### src/hw/rtl/rsum_pkg.sv
`default_nettype none
package rsum_pkg;

	localparam int ROW_W      = 6;
	localparam int COL_W      = 6;
	localparam int SIZE_W     = 7;
	localparam int ELEM_W     = 16;
	localparam int RSUM_W     = 22;
	localparam int SUM_W      = 28;
	localparam int ADDR_W     = ROW_W + COL_W;
	localparam int MEM_DEPTH  = 1 << ADDR_W;
	localparam int CFG_IDX_W  = 2;
	localparam int CFG_DATA_W = SIZE_W;

	localparam logic [SIZE_W-1:0] MAX_ROWS = SIZE_W'(64);
	localparam logic [SIZE_W-1:0] MAX_COLS = SIZE_W'(64);

	localparam logic CMD_LOAD  = 1'b0;
	localparam logic CMD_QUERY = 1'b1;

	localparam logic [CFG_IDX_W-1:0] REG_NUM_ROWS = CFG_IDX_W'(0);
	localparam logic [CFG_IDX_W-1:0] REG_NUM_COLS = CFG_IDX_W'(1);

	// controller to datapath commands
	typedef struct packed {
		logic load_start;
		logic load_end;
		logic query_start;
		logic query_mid;
		logic query_end;
	} dp_cmd_t;

endpackage
`default_nettype wire

### src/hw/rtl/rsum_ctrl.sv
`default_nettype none
module rsum_ctrl (
	input  wire logic              clk,
	input  wire logic              arst_n,
	input  wire logic              in_valid,
	input  wire logic              in_command,
	output logic                   in_ready,
	output logic                   out_valid,
	input  wire logic              out_ready,
	output rsum_pkg::dp_cmd_t      cmd
);
	import rsum_pkg::*;

	typedef enum logic [3:0] {
		ST_IDLE    = 4'b0001,
		ST_LOAD_WR = 4'b0010,
		ST_Q_MID   = 4'b0100,
		ST_Q_END   = 4'b1000
	} state_t;

	state_t state_q, state_d;
	logic   out_valid_q;
	logic   slot_free;
	logic   accept;

	assign slot_free = !out_valid_q || out_ready;
	assign in_ready  = (state_q == ST_IDLE) || ((state_q == ST_Q_END) && slot_free);
	assign accept    = in_valid && in_ready;
	assign out_valid = out_valid_q;

	always_comb begin
		cmd             = '0;
		cmd.load_start  = accept && (in_command == CMD_LOAD);
		cmd.query_start = accept && (in_command == CMD_QUERY);
		cmd.load_end    = (state_q == ST_LOAD_WR);
		cmd.query_mid   = (state_q == ST_Q_MID);
		cmd.query_end   = (state_q == ST_Q_END) && slot_free;
	end

	always_comb begin
		state_d = state_q;
		case (state_q)
			ST_IDLE: begin
				if (accept) begin
					state_d = (in_command == CMD_QUERY) ? ST_Q_MID : ST_LOAD_WR;
				end
			end
			ST_LOAD_WR: begin
				state_d = ST_IDLE;
			end
			ST_Q_MID: begin
				state_d = ST_Q_END;
			end
			ST_Q_END: begin
				if (slot_free) begin
					if (accept) begin
						state_d = (in_command == CMD_QUERY) ? ST_Q_MID : ST_LOAD_WR;
					end else begin
						state_d = ST_IDLE;
					end
				end
			end
			default: begin
				state_d = ST_IDLE;
			end
		endcase
	end

	always_ff @(posedge clk or negedge arst_n) begin
		if (!arst_n) begin
			state_q     <= ST_IDLE;
			out_valid_q <= 1'b0;
		end else begin
			state_q <= state_d;
			if (cmd.query_end) begin
				out_valid_q <= 1'b1;
			end else if (out_ready) begin
				out_valid_q <= 1'b0;
			end
		end
	end
endmodule
`default_nettype wire

### config.mk
export PLATFORM = sky130hd
export DESIGN_NAME = rsum_ctrl
export DESIGN_NICKNAME = d
export VERILOG_FILES = /design/src/hw/rtl/rsum_pkg.sv /design/src/hw/rtl/rsum_ctrl.sv
export SDC_FILE = /design/constraint.sdc
export NUM_CORES = 1
export LEC_CHECK = 0
export ABC_AREA = 1
export BUFFER_PORTS_ARGS = -buffer_cell sky130_fd_sc_hd__buf_2
export CAP_MARGIN = 20
export CORE_AREA = 2 2 39 41
export CTS_CLUSTER_SIZE = 28
export DETAILED_ROUTE_END_ITERATION = 8
export DIE_AREA = 0 0 41 43
export HOLD_SLACK_MARGIN = 0.12
export PLACE_DENSITY = 0.41
export SYNTH_ARGS = -nofsm -noshare
export SYNTH_HDL_FRONTEND = slang
export SYNTH_SLANG_ARGS = --single-unit
### constraint.sdc
create_clock -name clk -period 0.9 [get_ports clk]
set_input_delay 0.09 -clock clk [delete_from_list [all_inputs] [get_ports clk]]
set_output_delay 0.09 -clock clk [all_outputs]
set_load 0.1 [all_outputs]
# == Yosys cells after proc, flatten, opt, wreduce, memory -nomap -nowiden ==
# Index checks and enable logic that the tools add are counted.
# word_totals
ff_bits,5
out_inout_bits,7
# op_classes
eq_ne,6
muxes,7
bitwise,1
n_reduce_logical,9
# op_table
cell,n
$pmux 4 s3,1
$mux 4,2
$mux 3,2
$eq 4x1->1 const B,1
$eq 4x2->1 const B,1
$eq 4x3->1 const B,1
$eq 4x4->1 const B,1
$logic_and 1x1->1,4
$ne 2x2->1 const B,2
$logic_or 1x1->1,2
$mux 1,2
$reduce_and 2->1,1
$reduce_bool 2->1,1
$logic_not 1->1,1
$not 1->1,1

# == Longest topological paths before layout ==
# depth
word_depth,8
depth_mapped,6
depth_no_buf,6

# == Worst setup path after synthesis ==
# No wires, ideal clock.
# synth_path
path_kind,flip-flop to output port
from,register state_q[2]
to,output port cmd[3] (netlist name)
arrival_ns,3.312
required_time_ns,0.810
slack_ns,-2.502
stages_incl_launch_ff,2
n_path_buf,0
cell_sequence,dfrtp_1 > nor4_1
# synth_rtl
item,line_no,source
"start, declared",rsum_ctrl.sv:21,"state_t state_q, state_d;"
"start signal, assigned",rsum_ctrl.sv:74,state_q <= state_d;
"end, declared",rsum_ctrl.sv:10,output rsum_pkg::dp_cmd_t cmd

# == Worst setup path in the final report ==
# layout_path
from,register state_q[0]
to,output port in_ready
# layout_between
elab_chain_len,3
# layout_rtl
item,line_no,source
$eq 4x4->1,rsum_ctrl.sv:27,assign in_ready = (state_q == ST_IDLE) || ((state_q == ST_Q_END) && slot_free);
$logic_and 1x1->1,rsum_ctrl.sv:27,
$logic_or 1x1->1 (*),rsum_ctrl.sv:27,
"end, declared",rsum_ctrl.sv:7,"output logic in_ready,"
# Every way passes the cells marked *; elsewhere a longest branch is shown, timed or not.

==> results.json <==
{
  "outcome": "finished with violations",
  "violations": "negative setup slack",
  "ir_worst_vdd_mv": 0.909,
  "vias": 310,
  "synth_xor_area_share_pct": 0,
  "ys.flop_type": "dfrtp_1",
  "root_buffer": "clkbuf_4",
  "cts_tree": "yes",
  "yosys_warnings": 0,
  "path_max_fanout": 3,
  "cts.reportedPaths.clkPinSlew_ns": 0.05,
  "synthesis.area_um2": 248,
  "cts_num_sinks": 5,
  "layout-drive-gt1-share_pct": 78.3,
  "wirelength_um": 752,
  "dieArea_um2": 1760,
  "port_buffers": 11,
  "diodes": 0,
  "fin_ws_ns": -0.561,
  "timing.final.crit_share_pct": 162,
  "grt_remaining_overflow": 0,
  "dpl.hpwl_um": 578,
  "rows": 14,
  "period_minus_slack_ns": 1.46,
  "pin_count": 12,
  "max_slew_margin_pct": 81.6,
  "endpoint_kind": "primary output",
  "grt_pass1_vias": 335,
  "first_iter_violations": 1,
  "power_uw": 1350,
  "synth_compound_area_share_pct": 2.02,
  "synth-simple-area-share_pct": 36.4,
  "min_path_type": "in -> reg",
  "final_area_um2": 731,
  "drtAntennaViolNets": 0,
  "yosysTopAreaCell": "dfrtp_1",
  "p_per_area_nw_per_um2": 1850,
  "cp_data_required_time_ns": 0.81,
  "ys_async_sr_fraction_pct": 100,
  "antenna_found_initial": 0,
  "hold_ws_ns": 0.147,
  "pre_cts_ws_ns": -0.397,
  "route.detailed.drc": 0,
  "rsz0062_at_grt": "true",
  "area_growth_pct": 195,
  "synthAdderAreaFrac_pct": 0,
  "synth_top_area_share_pct": 40.4,
  "first_pass_iters": 2,
  "seq_area_um2": 130,
  "htree_levels": 1,
  "cap_violations": 0,
  "max_freq_mhz": 684,
  "synth_edf_count": 0,
  "numCtsBuffers": 3,
  "synth.avg_cell_area_um2": 7.99,
  "initial_core_util_pct": 17.9,
  "final-setup-viol-count": 12,
  "dpl_cell_area_um2": 568,
  "cts_buffer_depth": 2,
  "nFillCells": 122,
  "critical_path_arrival_ns": 1.37,
  "cp-start-kind": "register",
  "insertion_delay_ns": 0.24,
  "power_leakage_uw": 0.000315,
  "multiInputGateArea_um2": 230,
  "routedWlPerCell_um": 9.89,
  "synth_top_family_by_area": "simple AND/OR/NAND/NOR gates",
  "grt.total_usage_pct": 11.8,
  "skew_ns": 0.00184,
  "fin_nets": 66,
  "synth_area_leaders": "dfrtp_1 40%, dfstp_2 11%, inv_1 9.1%",
  "fp.dieW_um": 41,
  "slew_violations": 0,
  "finalHoldViolCount": 0,
  "max_slew.worst_pin.slew_ns": 0.273,
  "synthTopCellsByCount": "6 x inv_1, 6 x nor2_1, 4 x dfrtp_1",
  "viasPerCell": 4.08,
  "synth.distinct_cells": 12,
  "core_area_um2": 1380,
  "ys_seq_elements": 5,
  "synth_mux_area_share_pct": 0,
  "place.gp.congestion": 0.660,
  "grt_pass1_wl_um": 1390,
  "grt_max_degree": 6,
  "synth_cells": 31,
  "synthesis.nets": 36,
  "die_y_um": 43,
  "ys_seq_area_share_pct": 51.0,
  "path_class": "reg -> out"
}
-- through the flow --
stage | instances | utilization, % | TNS, ns
after floorplan | 31 | - | -4.73
after global placement | 66 | 41.0 | -2.70
after detailed placement | 66 | 41.0 | -2.80
after CTS | 74 | 49.4 | -4.34
after global routing | 76 | 52.8 | -4.90
final | 76 | 52.8 | -4.27
-- path summary, 6_finish.rpt --
kind,start,end,slack [ns],cells after the start
setup / recovery,state_q[0],in_ready,-0.56,5
hold / removal,in_valid,state_q[1],0.15,3
setup reg to reg,state_q[0],state_q[0],-0.26,5
hold reg to reg,out_valid,out_valid,0.58,2
max in group asynchronous,arst_n,state_q[0],0.48,2
min in group asynchronous,arst_n,state_q[1],0.21,2
-- critical path, stage by stage, from the launching register on --
cell	delay (ns)
dfstp_2	0.58
nor2_4	0.06
nand3_4	0.12
nand2_8	0.07
buf_4	0.15
buf_12	0.16
-- final cells by class --
| cell class | count | share of cell area, % |
|---|---|---|
| clock buffers | 4 | 3.60 |
| inverters | 7 | 4.45 |
| multi-input cells | 19 | 31.5 |
| flip-flops and latches | 5 | 17.8 |
| well taps | 16 | 2.74 |
| repair buffers | 25 | 39.9 |
-- per-layer routing --
layer  track usage, %  vias up  routed length [um]
met4             8.00        0                   4
li1                 -      156                   -
met5                0        -                   0
met2             17.8        6                 487
met3             3.66        2                  35
met1             13.4      146                 225
-- cell usage in the layout (no fill, tap or decap), types with 2 or more instances in the layout --
cell type / Yosys / final
buf_12: 0 / 7
buf_4: 0 / 6
buf_6: 0 / 5
nor2_4: 0 / 4
nand3_4: 0 / 4
buf_2: 0 / 4
inv_1: 6 / 3
clkbuf_4: 0 / 3
dlygate4sd3_1: 0 / 3
dfrtp_1: 4 / 3
inv_2: 1 / 2
nand2_4: 0 / 2
nor2_2: 2 / 2
nand2_8: 0 / 2
nor2_1: 6 / 2
-- registers in the layout (all words and copies together), names as in the netlist --
name	cells
out_valid	1
state_q	4
-- where the power goes --
part           internal [uW]  switching, uW
registers                260           38.0
clock network            168           92.6
logic                    320            470
-- cell families (layout without fill, tap and decap cells) --
kind of cell           after synthesis  after routing
AO/OA/AOI/OAI                        1              1
buffers and inverters                7             36
flip-flops                           5              5
AND/OR/NAND/NOR                     18             18
-- timing repair --
action | CTS | global route
endpoints found under the setup margin | 12 | 12
hold buffers | 3 | 0
pin swaps | 7 | 6
hold endpoints to repair | 7 | 0
resized for setup | 13 | 8
setup buffers | 1 | 2
No activity file was read; power rests on OpenSTA's default activity.
